File: config.mk
export PLATFORM = sky130hd
export DESIGN_NAME = echo_pulse_range_meter_unit
export DESIGN_NICKNAME = d
export VERILOG_FILES = /design/src/sv/eprm_pkg.sv /design/src/sv/eprm_front.sv /design/src/sv/eprm_back.sv /design/src/sv/echo_pulse_range_meter_unit.sv
export SDC_FILE = /design/constraint.sdc
export NUM_CORES = 1
export LEC_CHECK = 0
export BUFFER_PORTS_ARGS = -buffer_cell sky130_fd_sc_hd__buf_2
export CELL_PAD_IN_SITES_DETAIL_PLACEMENT = 2
export CELL_PAD_IN_SITES_GLOBAL_PLACEMENT = 2
export CORE_MARGIN = 2
export CORE_UTILIZATION = 41
export DETAILED_ROUTE_END_ITERATION = 8
export PLACE_DENSITY = 0.79
export SLEW_MARGIN = 20
export SYNTH_ARGS = -nofsm -noshare
export SYNTH_HDL_FRONTEND = slang
export SYNTH_SLANG_ARGS = --single-unit
File: constraint.sdc
create_clock -name aclk -period 9.2 [get_ports aclk]
set_input_delay 1.84 -clock aclk [delete_from_list [all_inputs] [get_ports aclk]]
set_output_delay 1.84 -clock aclk [all_outputs]
set_load 0.01 [all_outputs]
File: src/sv/eprm_pkg.sv
// Shared constants, register indexes and types for the echo pulse range meter.
`default_nettype none

package eprm_pkg;

    localparam int COUNTER_BITS_DEF = 16;

    localparam int SCALE_W    = 16;
    localparam int DIST_W     = 10;
    localparam int Q_SHIFT    = 21;
    localparam int CFG_IDX_W  = 2;
    localparam int CFG_DATA_W = 16;
    localparam int S_TDATA_W  = 8;
    localparam int M_TDATA_W  = 32;

    localparam logic [DIST_W-1:0]  DIST_MAX       = 10'd1023;
    localparam logic [SCALE_W-1:0] SCALE_RST      = 16'd24391;
    localparam logic [DIST_W-1:0]  RANGE_LOW_RST  = 10'd30;
    localparam logic [DIST_W-1:0]  RANGE_HIGH_RST = 10'd700;

    localparam logic [CFG_IDX_W-1:0] REG_SCALE      = 2'd0;
    localparam logic [CFG_IDX_W-1:0] REG_RANGE_LOW  = 2'd1;
    localparam logic [CFG_IDX_W-1:0] REG_RANGE_HIGH = 2'd2;

    typedef struct packed {
        logic valid;
        logic fire;
        logic button;
    } eprm_ctl_t;

endpackage

`default_nettype wire

File: src/sv/eprm_front.sv
// Input register, tick counter, echo edge capture and width-times-scale product stage.
`default_nettype none

module eprm_front #(
    parameter int COUNTER_BITS = eprm_pkg::COUNTER_BITS_DEF,
    localparam int PROD_W = COUNTER_BITS + eprm_pkg::SCALE_W
) (
    input  wire logic                         aclk,
    input  wire logic                         aresetn,
    input  wire logic                         in_valid,
    input  wire logic                         in_echo,
    input  wire logic                         in_button,
    output logic                              in_ready,
    input  wire logic [eprm_pkg::SCALE_W-1:0] scale,
    input  wire logic                         out_free,
    output eprm_pkg::eprm_ctl_t               ctl,
    output logic [PROD_W-1:0]                 prod
);
    import eprm_pkg::*;

    logic                    a_valid_reg, a_valid_next;
    logic                    a_echo_reg, a_button_reg;
    logic [COUNTER_BITS-1:0] tick_count_reg, tick_count_next;
    logic [COUNTER_BITS-1:0] rise_stamp_reg, rise_stamp_next;
    logic [COUNTER_BITS-1:0] width;
    logic                    waiting_fall_reg, waiting_fall_next;
    logic                    last_echo_reg, last_echo_next;
    eprm_ctl_t               ctl_reg, ctl_next;
    logic [PROD_W-1:0]       prod_reg, prod_next;
    logic                    a_move, b_move, rise, fall;

    assign b_move   = ctl_reg.valid && (!ctl_reg.fire || out_free);
    assign a_move   = a_valid_reg && (!ctl_reg.valid || b_move);
    assign in_ready = !a_valid_reg || a_move;

    assign rise  = a_echo_reg && !last_echo_reg;
    assign fall  = !a_echo_reg && last_echo_reg && waiting_fall_reg;
    assign width = tick_count_reg - rise_stamp_reg;

    always_comb begin
        a_valid_next      = in_ready ? in_valid : a_valid_reg;
        tick_count_next   = tick_count_reg;
        rise_stamp_next   = rise_stamp_reg;
        waiting_fall_next = waiting_fall_reg;
        last_echo_next    = last_echo_reg;
        ctl_next          = ctl_reg;
        prod_next         = prod_reg;
        if (a_move) begin
            tick_count_next = tick_count_reg + 1'b1;
            last_echo_next  = a_echo_reg;
            if (rise) begin
                rise_stamp_next   = tick_count_reg;
                waiting_fall_next = 1'b1;
            end else if (fall) begin
                waiting_fall_next = 1'b0;
            end
            ctl_next.valid  = 1'b1;
            ctl_next.fire   = fall;
            ctl_next.button = a_button_reg;
            prod_next       = PROD_W'(width) * PROD_W'(scale);
        end else if (b_move) begin
            ctl_next.valid = 1'b0;
        end
    end

    always_ff @(posedge aclk) begin
        if (!aresetn) begin
            a_valid_reg      <= 1'b0;
            tick_count_reg   <= '0;
            rise_stamp_reg   <= '0;
            waiting_fall_reg <= 1'b0;
            last_echo_reg    <= 1'b0;
            ctl_reg          <= '0;
        end else begin
            a_valid_reg      <= a_valid_next;
            tick_count_reg   <= tick_count_next;
            rise_stamp_reg   <= rise_stamp_next;
            waiting_fall_reg <= waiting_fall_next;
            last_echo_reg    <= last_echo_next;
            ctl_reg          <= ctl_next;
        end
    end

    always_ff @(posedge aclk) begin
        if (in_valid && in_ready) begin
            a_echo_reg   <= in_echo;
            a_button_reg <= in_button;
        end
        prod_reg <= prod_next;
    end

    assign ctl  = ctl_reg;
    assign prod = prod_reg;

    // one count per tick taken into the product stage
    a_tick_step: assert property (@(posedge aclk) disable iff (!aresetn)
        (aresetn && a_move) |=> tick_count_reg == COUNTER_BITS'($past(tick_count_reg) + 1'b1))
        else $error("tick counter did not advance by one");

    a_fall_clears: assert property (@(posedge aclk) disable iff (!aresetn)
        (aresetn && a_move && fall) |=> (ctl_reg.fire && !waiting_fall_reg))
        else $error("falling edge did not fire and clear capture");

endmodule

`default_nettype wire

File: src/sv/eprm_back.sv
// Rounding and saturation to tenths, range check, min/max holds and result register.
`default_nettype none

module eprm_back #(
    parameter int COUNTER_BITS = eprm_pkg::COUNTER_BITS_DEF,
    localparam int PROD_W = COUNTER_BITS + eprm_pkg::SCALE_W
) (
    input  wire logic                           aclk,
    input  wire logic                           aresetn,
    input  wire eprm_pkg::eprm_ctl_t            ctl,
    input  wire logic [PROD_W-1:0]              prod,
    input  wire logic [eprm_pkg::DIST_W-1:0]    range_low,
    input  wire logic [eprm_pkg::DIST_W-1:0]    range_high,
    output logic                                out_free,
    output logic                                m_tvalid,
    input  wire logic                           m_tready,
    output logic [eprm_pkg::M_TDATA_W-1:0]      m_tdata
);
    import eprm_pkg::*;

    localparam int SUM_W = PROD_W + 1;
    localparam int QW    = SUM_W - Q_SHIFT;
    localparam int QX_W  = QW + DIST_W;

    logic [SUM_W-1:0]     sum;
    logic [QW-1:0]        q;
    logic [QX_W-1:0]      q_ext;
    logic [DIST_W-1:0]    tenths;
    logic                 in_range, ld, hold_en;
    logic [DIST_W-1:0]    mx0, mn0, mx1, mn1, mx_out, mn_out;
    logic [DIST_W-1:0]    max_hold_reg, max_hold_next, min_hold_reg, min_hold_next;
    logic                 m_valid_reg, m_valid_next;
    logic [M_TDATA_W-1:0] m_data_reg, m_data_next;

    // round half up, then saturate
    assign sum      = SUM_W'(prod) + (SUM_W'(1) << (Q_SHIFT - 1));
    assign q        = sum[SUM_W-1:Q_SHIFT];
    assign q_ext    = QX_W'(q);
    assign tenths   = (q_ext > QX_W'(DIST_MAX)) ? DIST_MAX : q_ext[DIST_W-1:0];
    assign in_range = (tenths >= range_low) && (tenths <= range_high);

    assign out_free = !m_valid_reg || m_tready;
    assign ld       = ctl.valid && ctl.fire && out_free;
    assign hold_en  = ld && ctl.button;

    // empty holds take the first distance, in range or not
    assign mx0 = (max_hold_reg == '0 && min_hold_reg == '0) ? tenths : max_hold_reg;
    assign mn0 = (max_hold_reg == '0 && min_hold_reg == '0) ? tenths : min_hold_reg;
    assign mx1 = (in_range && tenths > mx0) ? tenths : mx0;
    assign mn1 = (in_range && tenths < mn0) ? tenths : mn0;
    assign mx_out = ctl.button ? mx1 : max_hold_reg;
    assign mn_out = ctl.button ? mn1 : min_hold_reg;

    always_comb begin
        max_hold_next = hold_en ? mx1 : max_hold_reg;
        min_hold_next = hold_en ? mn1 : min_hold_reg;
        m_valid_next  = out_free ? ld : m_valid_reg;
        m_data_next   = ld ? M_TDATA_W'({mn_out, mx_out, !in_range, tenths}) : m_data_reg;
    end

    always_ff @(posedge aclk) begin
        if (!aresetn) begin
            max_hold_reg <= '0;
            min_hold_reg <= '0;
            m_valid_reg  <= 1'b0;
        end else begin
            max_hold_reg <= max_hold_next;
            min_hold_reg <= min_hold_next;
            m_valid_reg  <= m_valid_next;
        end
    end

    always_ff @(posedge aclk) begin
        m_data_reg <= m_data_next;
    end

    assign m_tvalid = m_valid_reg;
    assign m_tdata  = m_data_reg;

    a_hold_order: assert property (@(posedge aclk) disable iff (!aresetn)
        min_hold_reg <= max_hold_reg)
        else $error("min hold above max hold");

    a_hold_quiet: assert property (@(posedge aclk) disable iff (!aresetn)
        (aresetn && !hold_en) |=> ($stable(max_hold_reg) && $stable(min_hold_reg)))
        else $error("holds moved without a held-button measurement");

endmodule

`default_nettype wire

File: src/sv/echo_pulse_range_meter_unit.sv
// Top level of the echo pulse range meter: configuration registers and stage wiring.
//
// Each s_ transfer is one timer tick carrying the echo and button levels; a new tick is
// taken every cycle while results flow. The tick passes an input register, a stage that
// runs the free-running counter, detects echo edges and forms width times scale in one
// multiplier, and a stage that rounds, saturates, range-checks and updates the min/max
// holds into the result register. A falling echo edge that closes a captured pulse gives
// one m_ transfer once its tick has passed the stages into the result register; other
// ticks give none. The counter advances per accepted tick, not per clock. Configuration
// takes effect on the next tick and should be written only while no tick is in flight.
`default_nettype none

module echo_pulse_range_meter_unit #(
    parameter int COUNTER_BITS = eprm_pkg::COUNTER_BITS_DEF
) (
    input  wire logic                             aclk,
    input  wire logic                             aresetn,
    input  wire logic                             s_tvalid,
    output logic                                  s_tready,
    // [0] echo_level, [1] button_pressed
    input  wire logic [eprm_pkg::S_TDATA_W-1:0]   s_tdata,
    output logic                                  m_tvalid,
    input  wire logic                             m_tready,
    // [9:0] distance_tenths, [10] out_of_range, [20:11] max_tenths, [30:21] min_tenths
    output logic [eprm_pkg::M_TDATA_W-1:0]        m_tdata,
    input  wire logic                             cfg_wr_en,
    input  wire logic [eprm_pkg::CFG_IDX_W-1:0]   cfg_index,
    input  wire logic [eprm_pkg::CFG_DATA_W-1:0]  cfg_wdata
);
    import eprm_pkg::*;

    localparam int PROD_W = COUNTER_BITS + SCALE_W;

    logic [SCALE_W-1:0] scale_reg, scale_next;
    logic [DIST_W-1:0]  range_low_reg, range_low_next;
    logic [DIST_W-1:0]  range_high_reg, range_high_next;
    eprm_ctl_t          ctl;
    logic [PROD_W-1:0]  prod;
    logic               out_free;

    always_comb begin
        scale_next      = scale_reg;
        range_low_next  = range_low_reg;
        range_high_next = range_high_reg;
        if (cfg_wr_en) begin
            case (cfg_index)
                REG_SCALE:      scale_next      = cfg_wdata[SCALE_W-1:0];
                REG_RANGE_LOW:  range_low_next  = cfg_wdata[DIST_W-1:0];
                REG_RANGE_HIGH: range_high_next = cfg_wdata[DIST_W-1:0];
                default: ;
            endcase
        end
    end

    always_ff @(posedge aclk) begin
        if (!aresetn) begin
            scale_reg      <= SCALE_RST;
            range_low_reg  <= RANGE_LOW_RST;
            range_high_reg <= RANGE_HIGH_RST;
        end else begin
            scale_reg      <= scale_next;
            range_low_reg  <= range_low_next;
            range_high_reg <= range_high_next;
        end
    end

    eprm_front #(
        .COUNTER_BITS(COUNTER_BITS)
    ) u_front (
        .aclk     (aclk),
        .aresetn  (aresetn),
        .in_valid (s_tvalid),
        .in_echo  (s_tdata[0]),
        .in_button(s_tdata[1]),
        .in_ready (s_tready),
        .scale    (scale_reg),
        .out_free (out_free),
        .ctl      (ctl),
        .prod     (prod)
    );

    eprm_back #(
        .COUNTER_BITS(COUNTER_BITS)
    ) u_back (
        .aclk      (aclk),
        .aresetn   (aresetn),
        .ctl       (ctl),
        .prod      (prod),
        .range_low (range_low_reg),
        .range_high(range_high_reg),
        .out_free  (out_free),
        .m_tvalid  (m_tvalid),
        .m_tready  (m_tready),
        .m_tdata   (m_tdata)
    );

endmodule

`default_nettype wire

==> flow_metrics.tcl, run 1 <==
set metrics [dict create \
    dieHeight_um 198.3 \
    clkSlewWorstSetupHoldPaths_ns 0.06 \
    hp-class "flip-flop to flip-flop" \
    power.leakage_nw 7.980 \
    diodes 0 \
    cts_inserted_buffers 17 \
    worstMarginPinSlew_ns 1.005 \
    core_mm2 0.03740 \
    initial_core_util_pct 41.39 \
    detailedRoute.firstIterationViolations 374 \
    drive_gt1_share_pct 8.466 \
    netSwitchingFraction_pct 35.67 \
    number_of_global_route_vias_before_repair 14380 \
    globalRoute.totalOverflow 0 \
    endpoint_class_of_the_critical_path "flip-flop" \
    setup_ws_ns 0.4328 \
    fraction_of_registers_with_async_set_or_reset_after_synthesis_pct 0 \
    power.share.sequential_pct 34.1 \
    remaining_antenna_violation_count 0 \
    ys_ff_latch 140 \
    slowest_stage "sky130_fd_sc_hd__fa_1" \
    ctsLongestPathBuffers 2 \
    clock-skew-final_ns 0.01663 \
    postSynthCellCount 1713 \
    die-width_um 198.3 \
    worstSkewPairLatency_ns 0.46 \
    final_core_util_pct 45.35 \
    portBuffers 57 \
    clock_tree.htree_level_count 4 \
    timing_worst_setup_path_type "flip-flop to flip-flop" \
    finalHoldViolCount 0 \
    placementRows 71 \
    hold_slack_ns 0.4654 \
    mappedNetlistArea_mm2 0.01548 \
    worstPathRequired_ns 9.38 \
    final_nets 2130 \
    cts_tree "built" \
    gp_routability_congestion 0.7973 \
    yosysWarningCount 0 \
    status "finished, final reports clean" \
    power.switching_mw 0.7158 \
    gr-usage-all-layers_pct 26.36 \
    syn_nets 2095 \
    synth_top_cells_by_area "sky130_fd_sc_hd__fa_1 (25%), sky130_fd_sc_hd__ha_1 (13%), sky130_fd_sc_hd__dfxtp_1 (12%)" \
    maximum_fanout_count_along_the_critical_path 11 \
    grt_start_max_net_pins 80 \
    p_comb_share_pct 30.6 \
    grt_first_pass_wirelength_um 78870 \
    number_of_flip_flops_under_the_largest_register_name 31 \
    io_pins 65 \
    post_synth_edffs 45 \
    cts_root_buffer "sky130_fd_sc_hd__clkbuf_16" \
    period_minus_slack_ns 8.767 \
    via_count_normalized_by_instance_count 5.439 \
    period_share_pct 95.30 \
    slew-limit-headroom_pct 32.54 \
    dp_hpwl_um 36770 \
    wl_per_cell_um 21.55 \
    area.growth.synth_to_final_pct 9.579 \
    synth_top_area_cell "sky130_fd_sc_hd__fa_1" \
    placement.setup.worst_slack_ns 0.02229 \
    initial_antenna_violation_count 0 \
    synth_largest_type_area_fraction_pct 25.09 \
    p_clk_share_pct 35.3 \
    synth-seq-area-share_pct 21.02 \
    irDropWorstVdd_mv 0.1131 \
    worstPathArrival_ns 8.95 \
    clock-sinks 140 \
    pwr_density_cell_mw_per_mm2 118.3 \
    max_clock_freq_mhz 114.1 \
    path_common_cell "sky130_fd_sc_hd__fa_1" \
    critical_path.max_stage_delay_ns 0.58 \
    power_report.internal_total_mw 1.291 \
    detailedRoute.firstPassIterationCount 5 \
    finalSetupViolations 0 \
    floorplan.die_area_mm2 0.03932 \
    timing.critical_path.from_type "flip-flop" \
    remaining_drc_errors 0 \
    avgSynthCellArea_um2 9.036 \
    synth_cell_types 75 \
    postSynth.topFlopCell "sky130_fd_sc_hd__dfxtp_1" \
    rrSetupSlack_ns 0.43 \
    detail_route.wirelength_um 48950 \
    detailroute.via_count 12350 \
    fillers 4048 \
    max_cap_violations 0 \
    drv_slew 0 \
]
-- power by group through the flow --
stage          registers (mW)  logic, mW  clock network (mW)
5_1_grt                 0.687      0.704               0.744
2_1_floorplan           0.678      0.427                   0
3_5_place_dp            0.698      0.615                   0
6_report                0.685      0.613               0.709
3_3_place_gp            0.696      0.567                   0
4_1_cts                 0.684      0.626               0.722
-- critical path, delay by kind of cell (launching register included) --
family,cells,cell delay [ns]
buffers and inverters,7,0.75
adders and majority gates,9,4.28
DFF,1,0.41
and+or+nand+nor,3,0.55
AOI/OAI and AO/OA,12,2.50
-- cell families after synthesis --
logic type	synth area share, %
xor+xnor	2.433
mux	1.382
simple gates	18.41
flops	21.02
compound gates	10.36
fa+ha+maj	37.78
other cells	0.02423
buf+inv	8.593
-- cell usage in the layout (no fill, tap or decap), types with 10 or more instances in the layout --
master                        n
sky130_fd_sc_hd__a21oi_1     62
sky130_fd_sc_hd__o2bb2ai_1   10
sky130_fd_sc_hd__ha_1       156
sky130_fd_sc_hd__a21boi_0    37
sky130_fd_sc_hd__nand3_1     32
sky130_fd_sc_hd__a22o_1      21
sky130_fd_sc_hd__buf_2       57
sky130_fd_sc_hd__buf_4       31
sky130_fd_sc_hd__a21o_1      10
sky130_fd_sc_hd__nor2b_1     28
sky130_fd_sc_hd__nor3_1      14
sky130_fd_sc_hd__nand4_1     15
sky130_fd_sc_hd__nand2_1    268
sky130_fd_sc_hd__and2_1     109
sky130_fd_sc_hd__and3_1      16
sky130_fd_sc_hd__dfxtp_1     95
sky130_fd_sc_hd__fa_1       194
sky130_fd_sc_hd__clkbuf_16   17
sky130_fd_sc_hd__a31oi_1     14
sky130_fd_sc_hd__o21ai_0     20
sky130_fd_sc_hd__nor2_1      31
sky130_fd_sc_hd__edfxtp_1    45
sky130_fd_sc_hd__nand2b_1    30
sky130_fd_sc_hd__xnor2_1     33
sky130_fd_sc_hd__o211ai_1    15
sky130_fd_sc_hd__inv_1      276
-- cell usage after synthesis, drive strengths merged, types with 4 or more instances --
library cell,n
inv,277
nand2,268
fa,194
ha,157
and2,110
dfxtp,95
clkbuf,65
a21oi,62
edfxtp,45
a21boi,43
xnor2,34
nand3,32
nor2,32
nand2b,30
nor2b,29
o21ai,25
a22o,21
and3,16
nand4,16
nor3,15
o211ai,15
a31oi,14
a21o,10
mux2i,10
o2bb2ai,10
mux2,9
xor2,9
buf,7
nor4,7
o21a,5
a211oi,4
o31ai,4
-- final timing paths --
| path | to | cells past startpoint | startpoint |
|---|---|---|---|
| worst max-delay path | u_front.prod[31]$_DFFE_PP_ | 31 | u_front.tick_count_reg[0]$_SDFFE_PN0P_ |
| worst min-delay path | u_front.rise_stamp_reg[13]$_SDFFE_PN0P_ | 2 | u_front.rise_stamp_reg[13]$_SDFFE_PN0P_ |
| worst max register to register | u_front.prod[31]$_DFFE_PP_ | 31 | u_front.tick_count_reg[0]$_SDFFE_PN0P_ |
| worst min register to register | u_front.rise_stamp_reg[13]$_SDFFE_PN0P_ | 2 | u_front.rise_stamp_reg[13]$_SDFFE_PN0P_ |
-- repair_timing --
item | CTS | global route
hold buffers | 0 | 0
endpoints found under the hold margin | 0 | 0
buffers inserted | 0 | 0
setup endpoints to repair | 0 | 8
resized for setup | 0 | 5
-- layout make-up --
class                           instances  area (um^2)  share of cell area, %
Timing Repair Buffer                   88        518.0                  3.054
Inverter                              277         1040                  6.130
Clock buffer                           18        429.2                  2.530
Tap cell                              511        639.4                  3.770
Multi-Input combinational cell       1224        10940                  64.50
Sequential cell                       140         3253                  19.18
Clock inverter                         13        142.6                 0.8410
-- metal layers --
| metal | global-route usage, % | up-vias | wire length [um] |
|---|---|---|---|
| met2 | 48.93 | 216 | 25900 |
| met3 | 3.373 | 98 | 1356 |
| met5 | 0 | - | 0 |
| li1 | - | 5596 | - |
| met1 | 30.69 | 6441 | 19960 |
| met4 | 10.19 | 0 | 1733 |
-- through the flow --
stage / setup TNS, ns / instances / area, um^2 / power, mW
6_report: 0 / 2271 / 16960 / 2.007
5_1_grt: -0.001799 / 2271 / 16960 / 2.135
4_1_cts: 0 / 2271 / 16930 / 2.032
3_5_place_dp: 0 / 2240 / 16360 / 1.313
3_3_place_gp: 0 / 2240 / 16360 / 1.262
2_1_floorplan: 0 / 1713 / 15480 / 1.105
No activity file was read; power rests on OpenSTA's default activity.
==> run 2, diff against run 1 <==
- PLACE_DENSITY: 0.79 -> 0.78
- SYNTH_HIERARCHICAL: unset -> 1
==> run 2 against run 1 <==
Total power up 1.8%. Clock power shrank 4.2%. Combinational power up 12%. Die area up 10%. Clock skew up 0.0048 ns. Sequential power shrank 0.7%. Synthesized area rose by 11%. Final cell count rose by 7.8%. First-iteration DRC count up 52%. Critical path type unchanged. Largest cell class unchanged.
==> flow_metrics.tcl, run 2 <==
set metrics [dict create \
    gp_routability_congestion 0.8283 \
    detail_route.wirelength_um 54430 \
    irDropWorstVdd_mv 0.09284 \
    maximum_fanout_count_along_the_critical_path 16 \
    placed_instance_count 2416 \
    die-width_um 208.4 \
    avgSynthCellArea_um2 8.969 \
    worst_hold_path.num_cells 2 \
    postSynthCellCount 1910 \
    detailedRoute.firstIterationViolations 570 \
    cts_hold_buf 0 \
    slowest_stage "sky130_fd_sc_hd__fa_1" \
    final-seq-area_mm2 0.003253 \
    cts_resized 0 \
    initial_core_util_pct 41.76 \
    worstPathRequired_ns 9.39 \
    via_count_normalized_by_instance_count 5.639 \
    ff2ff_path_depth 29 \
    most-common-layout-cells "sky130_fd_sc_hd__inv_1 (293), sky130_fd_sc_hd__nand2_1 (269), sky130_fd_sc_hd__fa_1 (195)" \
    wl_per_cell_um 22.24 \
    area.growth.synth_to_final_pct 7.691 \
    finalHoldViolCount 0 \
    multiInputGateArea_mm2 0.01229 \
    postCtsSetupRepairBufs 0 \
    final.setup.tns_ns 0 \
    cts_tree "built" \
    yosysWarningCount 6 \
    period_share_pct 90.60 \
    rsz_0062_raised_after_global_routing "false" \
    number_of_global_route_vias_before_repair 15790 \
    number_of_flip_flops_under_the_largest_register_name 31 \
    detailedRoute.firstPassIterationCount 4 \
    drv_slew 0 \
    portBuffers 57 \
    worstSkewPairLatency_ns 0.45 \
    endpoint_class_of_the_critical_path "flip-flop" \
    dieHeight_um 208.4 \
    gr-usage-all-layers_pct 25.77 \
    pwr_density_cell_mw_per_mm2 110.8 \
    diodes 0 \
    cts_root_buffer "sky130_fd_sc_hd__clkbuf_16" \
    syn_nets 2289 \
    setup_ws_ns 0.8649 \
    slew-limit-headroom_pct 29.41 \
    detailed_place.area_mm2 0.01787 \
    remaining_antenna_violation_count 0 \
    mappedNetlistArea_mm2 0.01713 \
    io_pins 65 \
    critical_path.max_stage_delay_ns 0.58 \
    final_nets 2282 \
    cts_inserted_buffers 17 \
    final_common_cell "sky130_fd_sc_hd__inv_1" \
    max_clock_freq_mhz 120.0 \
    fillers 4451 \
    worstPathArrival_ns 8.53 \
    floorplan.die_area_mm2 0.04343 \
    placementRows 74 \
    dp_hpwl_um 41580 \
    worstMarginPinSlew_ns 1.057 \
    drive_gt1_share_pct 9.969 \
    timing_worst_setup_path_type "flip-flop to flip-flop" \
    remaining_drc_errors 0 \
    post_layout_nonfiller_instances 2448 \
    finalSetupViolations 0 \
    globalRoute.totalOverflow 0 \
    max_cap_violations 0 \
    status "finished, final reports clean" \
    hold_slack_ns 0.4591 \
    clock-skew-final_ns 0.02139 \
    path_common_cell "sky130_fd_sc_hd__fa_1" \
    grt_start_max_net_pins 71 \
    ctsLongestPathBuffers 2 \
    placement.setup.worst_slack_ns 0.8487 \
    core_mm2 0.04102 \
    clkSlewWorstSetupHoldPaths_ns 0.08 \
    hp-class "flip-flop to flip-flop" \
    clock-sinks 140 \
    final_design_area_no_fill_mm2 0.01845 \
    initial_antenna_violation_count 0 \
    power.leakage_nw 8.456 \
    detailroute.via_count 13810 \
    grt_first_pass_wirelength_um 88000 \
    period_minus_slack_ns 8.335 \
    timing.critical_path.from_type "flip-flop" \
    clock_tree.htree_level_count 4 \
]
==> run 2: cell count changes in the layout (fill, tap and decap cells not counted), sizes merged, moves of 10 or more <==
cell	before	now
and4	1	21
o211ai	15	25
a22o	21	0
inv	281	304
a21oi	62	41
nand4	16	29
a311oi	1	20
nor4b	1	16
and3	16	6
o21ai	25	42
a21boi	43	28
mux2i	10	35
==> run 2: critical path: cells and delay by family (launching register included) <==
| kind | cells | cell delay, ns |
|---|---|---|
| compound gates | 11 | 2.58 |
| xor+xnor | 2 | 0.24 |
| buf+inv | 6 | 0.62 |
| fa+ha+maj | 9 | 4.17 |
| flops | 1 | 0.34 |
| simple gates | 1 | 0.13 |
==> run 2: final cells by class <==
cell class | instances | area share [%]
Tap cell | 532 | 3.608
Clock buffer | 17 | 2.306
Clock inverter | 15 | 0.8003
Multi-Input combinational cell | 1357 | 66.64
Inverter | 295 | 6.030
Sequential cell | 140 | 17.63
Timing Repair Buffer | 92 | 2.984
==> run 2: layer usage <==
layer  track usage, %  wire length [um]  vias to the layer above
met1            32.14             23520                     7190
met3            2.913              1809                       77
met4            6.128               985                        0
met5                0                 0                        -
met2            47.38             28120                      245
li1                 -                 -                     6293
==> run 2: stage by stage <==
step / total power [mW] / util (%)
after detailed placement: 1.376 / 43.58
after global routing: 2.171 / 44.98
after global placement: 1.321 / 43.58
final: 2.044 / 44.98
after floorplan: 1.161 / -
after CTS: 2.064 / 44.98
==> run 2: worst paths after layout <==
path | from | endpoint | slack (ns)
worst max-delay path | u_front/tick_count_reg[0]$_SDFFE_PN0P_ | u_front/prod[28]$_DFFE_PP_ | 0.86
worst min-delay path | u_front/rise_stamp_reg[13]$_SDFFE_PN0P_ | u_front/rise_stamp_reg[13]$_SDFFE_PN0P_ | 0.46
worst max register to register | u_front/tick_count_reg[0]$_SDFFE_PN0P_ | u_front/prod[28]$_DFFE_PP_ | 0.86
worst min register to register | u_front/rise_stamp_reg[13]$_SDFFE_PN0P_ | u_front/rise_stamp_reg[13]$_SDFFE_PN0P_ | 0.46
==> run 2: report_power, final <==
group / leakage (nW) / internal [mW] / total [mW] / switching, mW
registers: 1.20 / 0.655 / 0.680 / 0.0247
clock network: 0.285 / 0.360 / 0.679 / 0.319
logic: 6.97 / 0.258 / 0.685 / 0.427
total: 8.46 / 1.27 / 2.04 / 0.771
==> run 3, diff against run 2 <==
- CTS_CLUSTER_DIAMETER: unset -> 100
- clock period: 9.2 -> 8.8 ns (I/O delays scaled with it)
==> run 3 against run 2 <==
Fmax grew 0.17%. Utilization increased by 0.15 points. Global-route usage grew 0.22 points. Total power rose by 7.4%. Hold slack better by 0.0062 ns. Sequential cell count unchanged. Clock power grew 13%. Critical path depth shrank 1. Highest routed layer unchanged.
==> flow_metrics.tcl, run 3 (same netlist as run 2, synthesis figures left out) <==
set metrics [dict create \
    via_count_normalized_by_instance_count 5.642 \
    remaining_antenna_violation_count 0 \
    fillers 4427 \
    drive_gt1_share_pct 10.10 \
    period_share_pct 94.55 \
    wl_per_cell_um 22.33 \
    final.setup.tns_ns 0 \
    remaining_drc_errors 0 \
    status "finished, final reports clean" \
    period_minus_slack_ns 8.321 \
    critical_path.max_stage_delay_ns 0.56 \
    cts_resized 0 \
    io_pins 65 \
    finalHoldViolCount 0 \
    detailedRoute.firstPassIterationCount 4 \
    initial_core_util_pct 41.76 \
    maximum_fanout_count_along_the_critical_path 5 \
    worstSkewPairLatency_ns 0.45 \
    slew-limit-headroom_pct 25.87 \
    worstPathRequired_ns 8.99 \
    core_mm2 0.04102 \
    ctsLongestPathBuffers 2 \
    cts_root_buffer "sky130_fd_sc_hd__clkbuf_16" \
    timing_worst_setup_path_type "flip-flop to flip-flop" \
    clock-skew-final_ns 0.01552 \
    dp_hpwl_um 41960 \
    pwr_density_cell_mw_per_mm2 118.6 \
    detail_route.wirelength_um 54790 \
    path_delay_family "adder cells" \
    cts_hold_buf 0 \
    cts_tree "built" \
    portBuffers 57 \
    gp_routability_congestion 0.8135 \
    final_common_cell "sky130_fd_sc_hd__inv_1" \
    clkSlewWorstSetupHoldPaths_ns 0.07 \
    path_common_cell "sky130_fd_sc_hd__fa_1" \
    grt_start_max_net_pins 71 \
    hp-class "flip-flop to flip-flop" \
    floorplan.die_area_mm2 0.04343 \
    placementRows 74 \
    detailroute.via_count 13840 \
    worstPathArrival_ns 8.51 \
    timing.critical_path.from_type "flip-flop" \
    grt_first_pass_wirelength_um 88660 \
    clock-sinks 140 \
    dieHeight_um 208.4 \
    placed_instance_count 2420 \
    number_of_global_route_vias_before_repair 15820 \
    irDropWorstVdd_mv 0.09832 \
    globalRoute.totalOverflow 0 \
    power.leakage_nw 8.486 \
    detailedRoute.firstIterationViolations 515 \
    rsz_0062_raised_after_global_routing "false" \
    endpoint_class_of_the_critical_path "flip-flop" \
    area.growth.synth_to_final_pct 8.057 \
    multiInputGateArea_mm2 0.01229 \
    slowest_stage "sky130_fd_sc_hd__fa_1" \
    die-width_um 208.4 \
    drv_slew 0 \
    worstMarginPinSlew_ns 1.110 \
    clock_tree.htree_level_count 4 \
    gr-usage-all-layers_pct 25.99 \
    max_cap_violations 0 \
    post_layout_nonfiller_instances 2453 \
    cts_inserted_buffers 17 \
    final_nets 2286 \
    most-common-layout-cells "sky130_fd_sc_hd__inv_1 (293), sky130_fd_sc_hd__nand2_1 (269), sky130_fd_sc_hd__fa_1 (195)" \
    number_of_flip_flops_under_the_largest_register_name 31 \
    postCtsSetupRepairBufs 0 \
    max_clock_freq_mhz 120.2 \
    initial_antenna_violation_count 0 \
    final-seq-area_mm2 0.003253 \
    finalSetupViolations 0 \
    critical_path.n_buffers_inverters 5 \
]
-- run 3: cell types whose count changed in the layout (fill, tap and decap cells not counted), moves of 2 or more --
cell	previous run	this run
sky130_fd_sc_hd__xor2_2	2	0
sky130_fd_sc_hd__clkinv_8	2	0
sky130_fd_sc_hd__xor2_1	13	15
sky130_fd_sc_hd__buf_4	36	40
sky130_fd_sc_hd__bufinv_16	0	3
sky130_fd_sc_hd__clkinv_4	3	1
sky130_fd_sc_hd__clkinvlp_4	0	2
-- run 3: path summary, 6_finish.rpt --
check	from	to	slack (ns)	depth (start not counted)
setup / recovery	u_front/tick_count_reg[0]$_SDFFE_PN0P_	u_front/prod[28]$_DFFE_PP_	0.48	28
hold / removal	range_low_reg[9]$_SDFFE_PN0P_	range_low_reg[9]$_SDFFE_PN0P_	0.47	2
setup reg to reg	u_front/tick_count_reg[0]$_SDFFE_PN0P_	u_front/prod[28]$_DFFE_PP_	0.48	28
hold reg to reg	range_low_reg[9]$_SDFFE_PN0P_	range_low_reg[9]$_SDFFE_PN0P_	0.47	2
-- run 3: tightest hold or removal path, delay by kind of cell (launching register included) --
kind	cells	cell delay (ns)
AND/OR/NAND/NOR	1	0.05
multiplexers	1	0.05
flip-flops	1	0.31
-- run 3: per-stage QoR --
| stage | hold WS (ns) | worst slack, ns | cell area (um^2) | power, mW | utilization (%) |
|---|---|---|---|---|---|
| final | 0.4653 | 0.4794 | 18510 | 2.196 | 45.13 |
| after global routing | 0.4941 | 0.01299 | 18510 | 2.334 | 45.12 |
| after CTS | 0.4686 | 0.3038 | 18500 | 2.217 | 45.10 |
| after detailed placement | 0.4600 | 0.3614 | 17890 | 1.438 | 43.62 |
| after global placement | 0.4430 | 0.6564 | 17890 | 1.382 | 43.62 |
| after floorplan | 0.4347 | 1.428 | 17130 | 1.214 | - |
-- run 3: layout make-up --
class | instances | area share [%]
antenna | 1 | 0.01352
clock buffer | 17 | 2.298
clock inverter | 15 | 1.000
inverter | 295 | 6.009
multi-input combinational | 1357 | 66.37
sequential | 140 | 17.57
tap | 532 | 3.596
timing repair buffer | 96 | 3.136
-- run 3: per-layer routing --
layer  vias up  track usage, %  share of wire (%)
li1       6299               -                  -
met1      7257           32.53                 43
met2       224           47.66                 52
met3        61           2.702                2.7
met4         0           6.475                1.9
met5         -               0                  0
-- run 3: report_power, final --
group	switching [mW]	internal, mW	total, mW
combinational	0.449	0.269	0.719
clock	0.316	0.451	0.767
sequential	0.0250	0.685	0.710
